### src/rtl/cte_pkg.sv
// Shared constants, types and helpers of the CBOR telemetry record encoder.
package cte_pkg;

    localparam int MAX_KEY_BYTES_DEF = 32;
    localparam int KEY_WORDS         = 4;
    localparam int KEY_BITS          = KEY_WORDS * 64;

    // Register indexes on the configuration port
    localparam logic [2:0] REG_KEY_LENGTH = 3'd0;
    localparam logic [2:0] REG_KEY_0_7    = 3'd1;
    localparam logic [2:0] REG_KEY_8_15   = 3'd2;
    localparam logic [2:0] REG_KEY_16_23  = 3'd3;
    localparam logic [2:0] REG_KEY_24_31  = 3'd4;

    // CBOR codes
    localparam logic [7:0] CB_MAP4      = 8'hA4;
    localparam logic [7:0] CB_TEXT8     = 8'h68;
    localparam logic [7:0] CB_TEXT0     = 8'h60;
    localparam logic [7:0] CB_TEXT_LEN8 = 8'h78;
    localparam logic [7:0] CB_TEXT1     = 8'h61;
    localparam logic [7:0] CB_HALF      = 8'hF9;
    localparam logic [7:0] CB_NEG8      = 8'h38;
    localparam logic [7:0] CB_UINT32    = 8'h1A;
    localparam logic [7:0] CH_H         = 8'h68;
    localparam logic [7:0] CH_R         = 8'h72;
    localparam logic [7:0] CH_U         = 8'h75;

    localparam logic [15:0] HALF_INF    = 16'h7C00;
    localparam logic [15:0] HALF_SIGN   = 16'h8000;

    // Fixed byte counts of the record
    localparam logic [5:0] PREFIX_BYTES = 6'd10;
    localparam logic [5:0] SHORT_LEN    = 6'd24;
    localparam logic [3:0] TAIL_LAST    = 4'd15;

    typedef struct packed {
        logic [5:0]          key_length;
        logic [KEY_BITS-1:0] key_text;
    } t_key_cfg;

    typedef struct packed {
        logic [15:0] half_float;
        logic [7:0]  signal_byte;
        logic [31:0] uptime;
    } t_record;

    // Map header, first key text header and the fixed eight-byte key name
    function automatic logic [7:0] prefix_byte(input logic [3:0] idx);
        logic [7:0] b;
        unique case (idx)
            4'd0:    b = CB_MAP4;
            4'd1:    b = CB_TEXT8;
            4'd2:    b = 8'h70;
            4'd3:    b = 8'h72;
            4'd4:    b = 8'h6F;
            4'd5:    b = 8'h76;
            4'd6:    b = 8'h5F;
            4'd7:    b = 8'h6B;
            4'd8:    b = 8'h65;
            4'd9:    b = 8'h79;
            default: b = 8'h00;
        endcase
        return b;
    endfunction

    // Single to half: truncated mantissa, flush to signed zero, saturate to infinity
    function automatic logic [15:0] to_half(input logic [31:0] x);
        logic [7:0]  e;
        logic [7:0]  eb;
        logic [15:0] s;
        e  = x[30:23];
        eb = e - 8'd112;
        s  = {x[31], 15'd0};
        if (e <= 8'd112)
            return s;
        else if (e >= 8'd143)
            return s | HALF_INF;
        else
            return {x[31], eb[4:0], x[22:13]};
    endfunction

    function automatic logic [7:0] tail_byte(input logic [3:0] idx, input t_record rec);
        logic [7:0] b;
        unique case (idx)
            4'd0:    b = CB_TEXT1;
            4'd1:    b = CH_H;
            4'd2:    b = CB_HALF;
            4'd3:    b = rec.half_float[15:8];
            4'd4:    b = rec.half_float[7:0];
            4'd5:    b = CB_TEXT1;
            4'd6:    b = CH_R;
            4'd7:    b = CB_NEG8;
            4'd8:    b = rec.signal_byte;
            4'd9:    b = CB_TEXT1;
            4'd10:   b = CH_U;
            4'd11:   b = CB_UINT32;
            4'd12:   b = rec.uptime[31:24];
            4'd13:   b = rec.uptime[23:16];
            4'd14:   b = rec.uptime[15:8];
            4'd15:   b = rec.uptime[7:0];
            default: b = 8'h00;
        endcase
        return b;
    endfunction

endpackage

### src/rtl/cte_apb_regs.sv
// Configuration registers behind the APB-style port.
module cte_apb_regs (
    input  logic              i_clk,
    input  logic              i_rst_n,
    input  logic              psel,
    input  logic              penable,
    input  logic              pwrite,
    input  logic [5:0]        paddr,
    input  logic [63:0]       pwdata,
    output logic [63:0]       prdata,
    output logic              pready,
    output cte_pkg::t_key_cfg o_cfg
);
    import cte_pkg::*;

    logic [5:0]  r_key_length;
    logic [63:0] r_key [KEY_WORDS];
    logic [2:0]  reg_idx;
    logic        wr_en;

    assign pready  = 1'b1;
    assign reg_idx = paddr[5:3];
    assign wr_en   = psel & penable & pwrite;

    always_ff @(posedge i_clk) begin
        if (!i_rst_n) begin
            r_key_length <= '0;
            for (int k = 0; k < KEY_WORDS; k++) r_key[k] <= '0;
        end else if (wr_en) begin
            unique case (reg_idx)
                REG_KEY_LENGTH: r_key_length <= pwdata[5:0];
                REG_KEY_0_7:    r_key[0]     <= pwdata;
                REG_KEY_8_15:   r_key[1]     <= pwdata;
                REG_KEY_16_23:  r_key[2]     <= pwdata;
                REG_KEY_24_31:  r_key[3]     <= pwdata;
                default: ;
            endcase
        end
    end

    always_comb begin
        unique case (reg_idx)
            REG_KEY_LENGTH: prdata = {58'd0, r_key_length};
            REG_KEY_0_7:    prdata = r_key[0];
            REG_KEY_8_15:   prdata = r_key[1];
            REG_KEY_16_23:  prdata = r_key[2];
            REG_KEY_24_31:  prdata = r_key[3];
            default:        prdata = '0;
        endcase
    end

    assign o_cfg.key_length = r_key_length;
    assign o_cfg.key_text   = {r_key[3], r_key[2], r_key[1], r_key[0]};

endmodule

### src/rtl/cte_byte_seq.sv
// Record register, byte counter and output register of the encoder.
module cte_byte_seq #(
    parameter int MAX_KEY_BYTES = cte_pkg::MAX_KEY_BYTES_DEF
) (
    input  logic              i_clk,
    input  logic              i_rst_n,
    input  cte_pkg::t_key_cfg i_cfg,
    input  logic              s_axis_tvalid,
    output logic              s_axis_tready,
    input  logic [71:0]       s_axis_tdata,
    output logic              m_axis_tvalid,
    input  logic              m_axis_tready,
    output logic [7:0]        m_axis_tdata,
    output logic              m_axis_tlast
);
    import cte_pkg::*;

    logic       r_busy;
    logic [5:0] r_pos;
    t_record    r_rec;
    logic       r_out_valid;
    logic [7:0] r_out_byte;
    logic       r_out_last;

    logic [5:0] len_s;
    logic [5:0] key_start;
    logic [5:0] tail_start;
    logic [5:0] key_off;
    logic [5:0] tail_off;
    logic [7:0] n_byte;
    logic       n_last;
    logic       step;
    logic       accept;

    assign len_s      = (i_cfg.key_length > 6'(MAX_KEY_BYTES)) ? 6'(MAX_KEY_BYTES)
                                                              : i_cfg.key_length;
    assign key_start  = (len_s < SHORT_LEN) ? PREFIX_BYTES + 6'd1 : PREFIX_BYTES + 6'd2;
    assign tail_start = key_start + len_s;
    assign key_off    = r_pos - key_start;
    assign tail_off   = r_pos - tail_start;

    always_comb begin
        n_last = 1'b0;
        priority if (r_pos < PREFIX_BYTES) begin
            n_byte = prefix_byte(r_pos[3:0]);
        end else if (r_pos < key_start) begin
            if (len_s < SHORT_LEN)
                n_byte = CB_TEXT0 | {2'b00, len_s};
            else if (r_pos == PREFIX_BYTES)
                n_byte = CB_TEXT_LEN8;
            else
                n_byte = {2'b00, len_s};
        end else if (r_pos < tail_start) begin
            n_byte = i_cfg.key_text[{key_off[4:0], 3'b000} +: 8];
        end else begin
            n_byte = tail_byte(tail_off[3:0], r_rec);
            n_last = (tail_off[3:0] == TAIL_LAST);
        end
    end

    // Move one byte into the output register while busy, whenever it is free or being drained
    assign step          = r_busy & (~r_out_valid | m_axis_tready);
    assign s_axis_tready = ~r_busy | (step & n_last);
    assign accept        = s_axis_tvalid & s_axis_tready;

    always_ff @(posedge i_clk) begin
        if (!i_rst_n) begin
            r_busy      <= 1'b0;
            r_pos       <= '0;
            r_out_valid <= 1'b0;
        end else begin
            if (step && n_last) begin
                r_pos  <= '0;
                r_busy <= accept;
            end else if (step) begin
                r_pos <= r_pos + 6'd1;
            end else if (accept) begin
                r_busy <= 1'b1;
            end

            if (step)
                r_out_valid <= 1'b1;
            else if (m_axis_tready)
                r_out_valid <= 1'b0;
        end
    end

    always_ff @(posedge i_clk) begin
        if (accept) begin
            r_rec.half_float  <= to_half(s_axis_tdata[31:0]);
            r_rec.signal_byte <= ~s_axis_tdata[39:32];
            r_rec.uptime      <= s_axis_tdata[71:40];
        end
        if (step) begin
            r_out_byte <= n_byte;
            r_out_last <= n_last;
        end
    end

    assign m_axis_tvalid = r_out_valid;
    assign m_axis_tdata  = r_out_byte;
    assign m_axis_tlast  = r_out_last;

endmodule

### src/rtl/cbor_telemetry_record_encoder_top.sv
// Top level of the CBOR telemetry record encoder.
// An accepted item first sets the busy flag; the first byte of the record then goes into the output register.
// Throughput: one byte per cycle from the output register while m_axis_tready is high; a record is
//   27 + len bytes for a key shorter than 24 bytes and 28 + len otherwise (60 at most).
// The next item is taken on the cycle the last byte of the current record is loaded.
// Reset is synchronous, active low; it clears the sequencer and the key registers.
module cbor_telemetry_record_encoder_top #(
    parameter int MAX_KEY_BYTES = cte_pkg::MAX_KEY_BYTES_DEF
) (
    input  logic        i_clk,
    input  logic        i_rst_n,
    input  logic        s_axis_tvalid,
    output logic        s_axis_tready,
    // humidity_bits [31:0], signal_strength [39:32], uptime_seconds [71:40]
    input  logic [71:0] s_axis_tdata,
    output logic        m_axis_tvalid,
    input  logic        m_axis_tready,
    // out_byte [7:0]
    output logic [7:0]  m_axis_tdata,
    // last_byte
    output logic        m_axis_tlast,
    input  logic        psel,
    input  logic        penable,
    input  logic        pwrite,
    input  logic [5:0]  paddr,
    input  logic [63:0] pwdata,
    output logic [63:0] prdata,
    output logic        pready
);
    import cte_pkg::*;

    t_key_cfg key_cfg;

    cte_apb_regs u_regs (
        .i_clk   (i_clk),
        .i_rst_n (i_rst_n),
        .psel    (psel),
        .penable (penable),
        .pwrite  (pwrite),
        .paddr   (paddr),
        .pwdata  (pwdata),
        .prdata  (prdata),
        .pready  (pready),
        .o_cfg   (key_cfg)
    );

    cte_byte_seq #(
        .MAX_KEY_BYTES (MAX_KEY_BYTES)
    ) u_seq (
        .i_clk         (i_clk),
        .i_rst_n       (i_rst_n),
        .i_cfg         (key_cfg),
        .s_axis_tvalid (s_axis_tvalid),
        .s_axis_tready (s_axis_tready),
        .s_axis_tdata  (s_axis_tdata),
        .m_axis_tvalid (m_axis_tvalid),
        .m_axis_tready (m_axis_tready),
        .m_axis_tdata  (m_axis_tdata),
        .m_axis_tlast  (m_axis_tlast)
    );

endmodule

### config.mk
export PLATFORM = sky130hd
export DESIGN_NAME = cbor_telemetry_record_encoder_top
export DESIGN_NICKNAME = d
export VERILOG_FILES = /design/src/rtl/cte_pkg.sv /design/src/rtl/cte_apb_regs.sv /design/src/rtl/cte_byte_seq.sv /design/src/rtl/cbor_telemetry_record_encoder_top.sv
export SDC_FILE = /design/constraint.sdc
export NUM_CORES = 1
export LEC_CHECK = 0
export BUFFER_PORTS_ARGS = -buffer_cell sky130_fd_sc_hd__buf_2
export CAP_MARGIN = 20
export CORE_ASPECT_RATIO = 1.75
export CORE_UTILIZATION = 59
export CTS_CLUSTER_SIZE = 24
export DETAILED_ROUTE_END_ITERATION = 7
export PLACE_DENSITY_LB_ADDON = 0.12
export SETUP_SLACK_MARGIN = 0.02
export SYNTH_ARGS = -nofsm -noshare
export SYNTH_HDL_FRONTEND = slang
export SYNTH_SLANG_ARGS = --single-unit
### constraint.sdc
create_clock -name i_clk -period 9.54 [get_ports i_clk]
set_input_delay 1.908 -clock i_clk [delete_from_list [all_inputs] [get_ports i_clk]]
set_output_delay 1.908 -clock i_clk [all_outputs]
set_load 0.02 [all_outputs]
# Word level (Yosys, flattened, before mapping)

Memories as Yosys holds them, arrays and structs flattened. A register that Yosys moved wholly into a read port is not among the register bits.
Index checks and enable logic that the tools add are counted.

$add $sub $neg: 5
$lt $le $gt $ge: 7
Equal/unequal tests: 21
Shifts and indexed selects: 1
Mux-type cells: 41
Bitwise operators: 15
Reductions and logical operators: 10

Operators by type and width:

| cell                | count |
|---|---|
| $pmux 64 s5         | 1 |
| $mux 64             | 4 |
| $shiftx 256x9->8    | 1 |
| $pmux 8 s14         | 1 |
| $eq 4x4->1 const B  | 8 |
| $mux 8              | 4 |
| $mux 1              | 25 |
| $eq 4x3->1 const B  | 4 |
| $mux 15             | 1 |
| $eq 4x2->1 const B  | 2 |
| $ge 8x8->1 const B  | 1 |
| $le 8x7->1 const B  | 1 |
| $mux 4              | 2 |
| $not 8->8           | 1 |
| $mux 7              | 1 |
| $add 4x6->6         | 1 |
| $add 6x1->6 const B | 1 |
| $eq 3x2->1 const B  | 2 |
| $eq 6x4->1 const B  | 1 |
| $gt 6x6->1 const B  | 1 |
| $lt 6x4->1          | 1 |
| $lt 6x4->1 const B  | 1 |
| $lt 6x5->1 const B  | 1 |
| $lt 6x6->1          | 1 |
| 19 further kinds    | 33 |

Register bits after elaboration: 79
RAM bits: 256
ROM bits: 128
Input bits: 149
Word-level logic and storage cells: 113
Memories kept: 2

Memories:

| name            | depth | bits a word | read ports | clocked after memory_dff | write ports | line               | text |
|---|---|---|---|---|---|---|---|
| u_regs.r_key    | 4     | 64          | 4          | 0                        | 4           | cte_apb_regs.sv:17 | `logic [63:0] r_key [KEY_WORDS];` |
| (no name shown) | 16    | 8           | 1          | 1                        | 0           | cte_pkg.sv:50      | `unique case (idx)` |

# Longest topological paths before layout

Word-level depth: 16
Gate-level depth with buffers: 19
Mapped depth without buffers: 19

# Cells and area by module

From an unflattened synthesis, not the netlist that was laid out.

Cell total of the unflattened synthesis: 1349
Area, all modules: 18072.3 um2

By module, submodules not included:

| module       | times used | cells an instance | area each (um2) |
|---|---|---|---|
| cte_apb_regs | 1          | 824               | 11628.7 |
| cte_byte_seq | 1          | 525               | 6443.7 |

# Worst setup path before layout

No wires, ideal clock.

Path type: in2reg
From: input port paddr[4]
To: memory u_regs.r_key[2][0] (enable)
Data arrival time: 7033 ps
Required time: 8966 ps
Setup slack: 1933 ps
Cell stages on the path: 5
Path buffers: 2
Cell sequence: clkbuf_1 nor2b_1 buf_2 nand2_1 o21ai_0

RTL lines:

| what               | line                                    | text |
|---|---|---|
| start: declaration | cbor_telemetry_record_encoder_top.sv:25 | `input logic [5:0] paddr,` |
| end: declaration   | cte_apb_regs.sv:17                      |  |

# Worst setup path after layout

From: register u_regs.r_key_length[5]
To: output port s_axis_tready

Longest elaborated chain between the ends: 12
Elaborated cells on any way between the ends: 14
Classes of those cells: 2 x add/sub; 4 x order compare; 1 x eq/ne; 5 x mux; 2 x bitwise

Ends and longest elaborated chain:

| what                     | line                                    | text |
|---|---|---|
| start: declaration       | cte_apb_regs.sv:16                      | `logic [5:0] r_key_length;` |
| start signal: assignment | cte_apb_regs.sv:31                      | `REG_KEY_LENGTH: r_key_length <= pwdata[5:0];` |
| $gt 6x6->1               | cte_byte_seq.sv:35                      | `assign len_s = (i_cfg.key_length > 6'(MAX_KEY_BYTES)) ? 6'(MAX_KEY_BYTES)` |
| $mux 6 *                 | cte_byte_seq.sv:35                      |  |
| $lt 6x5->1               | cte_byte_seq.sv:37                      | `assign key_start = (len_s < SHORT_LEN) ? PREFIX_BYTES + 6'd1 : PREFIX_BYTES + 6'd2;` |
| $mux 3                   | cte_byte_seq.sv:37                      |  |
| $add 4x6->6              | cte_byte_seq.sv:38                      | `assign tail_start = key_start + len_s;` |
| $sub 4x4->4              | cte_byte_seq.sv:40                      | `assign tail_off = r_pos - tail_start;` |
| $eq 4x4->1               | cte_byte_seq.sv:57                      | `n_last = (tail_off[3:0] == TAIL_LAST);` |
| $mux 1                   | cte_byte_seq.sv:53                      | `end else if (r_pos < tail_start) begin` |
| $mux 1 *                 | cte_byte_seq.sv:46                      | `end else if (r_pos < key_start) begin` |
| $mux 1 *                 | cte_byte_seq.sv:44                      | `priority if (r_pos < PREFIX_BYTES) begin` |
| $and 1x1->1 *            | cte_byte_seq.sv:63                      | `assign s_axis_tready = ~r_busy \| (step & n_last);` |
| $or 1x1->1 *             | cte_byte_seq.sv:63                      |  |
| end: declaration         | cbor_telemetry_record_encoder_top.sv:13 | `output logic s_axis_tready,` |

Mark *: on every way between the ends. The rest lies on a longest branch, timed or not.

==> results.toml <==
[finish]
fin_util_pct = 68.25
fill_cells = 2143
areaGrowthSynthToFinish_pct = 13.69
final_area_um2 = 20060
stdcell_count = 1939
final_nets = 1702
drive_gt1_share_pct = 24.68

[placement]
io_buffers = 207
place_area_um2 = 19030
hpwl_mm = 30.57
dp_cells = 1875
gp_congestion = 0.8799

[global_route]
grt_pass1_wl_mm = 70.19
grt_max_degree = 65
overflow = 0
antenna_found_initial = 7
grt_pass1_vias = 12324
track_usage_pct = 30.94

[logic_synthesis]
netlist_area_um2 = 17640
post-synth-top-count-cell = "edfxtp_1"
ys_types = 73
synth.avg_cell_area_um2 = 12.99
async_reset_ff_share_pct = 0
synth_edf_count = 321
ys_warn_count = 0
synth_top_cells_by_area = "edfxtp_1 55%, and2_1 9.7%, mux4_2 9.7%"
ys_ff_latch = 343
yosysSeqAreaShare_pct = 57.13
synth_nets = 1531
synth.top_cell.area_share_pct = 54.63
ys.flop_type = "edfxtp_1"
yosys-top-cells-count = "321 x edfxtp_1, 274 x and2_1, 121 x a22oi_1, 112 x nand2_1, 76 x mux4_2"
synthesis.instances = 1358
synth_top_cell_by_area = "edfxtp_1"

[timing]
min_period_ns = 6.897
maxSlewHeadroom_pct = 28.90
fin_crit_sh_pct = 72.30
max_freq_ghz = 0.1450
worstMarginPinSlew_ns = 1.066
whs_ns = 0.5011
clock_skew_ns = 0.01418
rsz0062_at_grt = "no"
finalSetupTns_ns = 0
drv_slew = 0
setup_violations = 0
finalHoldViolCount = 0

[hold_path]
hold_path_end = "u_seq.m_axis_tvalid$_SDFFE_PN0P_"
min-delay-start = "u_seq.r_busy$_SDFFE_PN0P_"
hold_class = "reg -> reg"
whs_path_depth = 2

[clock_network]
cts_buffers = 34
h-tree-depth = 2
cts_resized = 0
postCtsSetupBuffers = 0
root_buffer = "clkbuf_16"
clkLatencyLatePin_ns = 0.53
hold_buffers = 0
clock_sinks = 343
clkTransAtPathRegs_ns = 0.06
clockBufferDepth = 3
cts_tree = "built"

[setup_path]
r2r-end = "u_seq.r_rec[47]$_SDFFCE_PP0P_"
worstSetupStartpointType = "register"
cpMaxStageDelayCell = "nor2b_1"
rr_startpoint = "u_regs.r_key_length[5]$_SDFFE_PN0P_"
cp_max_fo = 27
path_class = "reg -> out"
required_ns = 7.63
worst-path-buf-inv = 4
cp-end-kind = "primary output"
crit_chain = "a21o_1 -> inv_1 -> ha_1 -> fa_1 -> inv_1 -> fa_1 -> buf_4 -> nor2b_1 -> nand4_2 -> or4_4 -> nand2_1 -> buf_2"
reg2regPathDepth = 13
path_delay_family = "simple AND/OR/NAND/NOR gates"
reg2reg_slack_ns = 4.12
worstPathArrival_ns = 4.99
crit_path_max_incr_delay_ns = 0.77

[route]
remaining_drc_errors = 0
first_pass_iters = 6
wl_per_cell_um = 24.01
via_per_inst = 6.264
wirelength_mm = 46.55
postRouteAntennaNets = 0
drt_iter0_drc = 1059
route.vias.total = 12146

[floorplanning]
coreArea_um2 = 29390
die_x_um = 132.7
dieArea_um2 = 30630
num_rows = 83
die_y_um = 230.8
start_util_pct = 60.03
ios = 225

[power]
power_density_nw_per_um2 = 173.9
vdd_drop_max_mv = 0.1624
power_leakage_uw = 0.007731

[run_status]
status = "finished clean"

[job]
maxCapViolations = 0
## power by group
part | switching, uW | internal (uW)
sequential | 45.1 | 1730
combinational | 264 | 187
clock | 555 | 705
total | 864 | 2620
## worst max-delay path by stage
stage / from / endpoint / slack [ns] / cells past startpoint
after floorplan: paddr[4] / u_regs.r_key[2][0]$_SDFFCE_PN0P_ / 1.93 / 5
after CTS: u_regs.r_key_length[3]$_SDFFE_PN0P_ / s_axis_tready / 2.61 / 12
after global placement: paddr[4] / prdata[17] / 2.91 / 7
after global routing: u_regs.r_key_length[5]$_SDFFE_PN0P_ / s_axis_tready / 2.42 / 12
final: u_regs.r_key_length[5]$_SDFFE_PN0P_ / s_axis_tready / 2.64 / 12
after detailed placement: paddr[4] / prdata[17] / 2.86 / 7
## tightest hold or removal path: stages, from the launching register on
cell,delay (ns)
dfxtp_1,0.34
inv_1,0.05
a21boi_0,0.06
## cell type report
cell class | instances | area [um2] | share of cell area, %
Inverter | 29 | 108.9 | 0.5427
Tap cell | 382 | 478.0 | 2.383
Multi-Input combinational cell | 888 | 7129 | 35.54
Antenna cell | 5 | 12.51 | 0.06238
Timing Repair Buffer | 233 | 1231 | 6.138
Clock buffer | 49 | 963.4 | 4.803
Sequential cell | 343 | 10080 | 50.25
Clock inverter | 10 | 55.05 | 0.2745
## cell families (layout without fill, tap and decap cells)
group | after synthesis | after routing | share of synthesized area (%)
simple gates | 500 | 500 | 15.72
flops | 343 | 343 | 57.13
compound gates | 242 | 242 | 9.872
buf+inv | 127 | 321 | 3.156
mux | 109 | 109 | 11.59
fa+ha+maj | 24 | 24 | 1.830
xor+xnor | 12 | 12 | 0.6808
other cells | 1 | 6 | 0.02125
## metrics by stage
step,setup slack [ns],power (uW)
5_1_grt,2.419,3595
6_report,2.643,3488
2_1_floorplan,1.933,2096
3_5_place_dp,2.864,2260
4_1_cts,2.605,3508
3_3_place_gp,2.905,2249
## registers in the layout (all words and copies together) (netlist names), named ones only
register and flops:
u_seq.m_axis_tvalid 1, u_seq.r_busy 1, u_regs.r_key_length 6, u_seq.r_pos 6, u_seq.m_axis_tdata 8, u_regs.r_key 256, u_seq.r_rec 56, u_seq.m_axis_tlast 1
## cells in the final DEF, fill, tap and decap left out, types with 22 or more instances in the layout
| cell type | count |
|---|---|
| a21oi_1 | 23 |
| and2_1 | 270 |
| dfxtp_1 | 22 |
| buf_2 | 207 |
| mux2i_1 | 30 |
| nand2_1 | 112 |
| mux4_2 | 76 |
| clkbuf_16 | 36 |
| a22oi_1 | 121 |
| buf_4 | 26 |
| edfxtp_1 | 321 |
| nor2_1 | 27 |
| inv_1 | 28 |
## layer usage
metal	share of wire [%]	routed length, um	vias to the layer above	track usage [%]
li1	-	-	5463	-
met1	35	16140	5989	35.29
met2	54	25050	574	56.33
met3	7.2	3351	114	5.072
met4	4.3	1995	6	14.33
met5	0.054	25	-	0
Note: power is estimated with default switching activity, not from simulation.
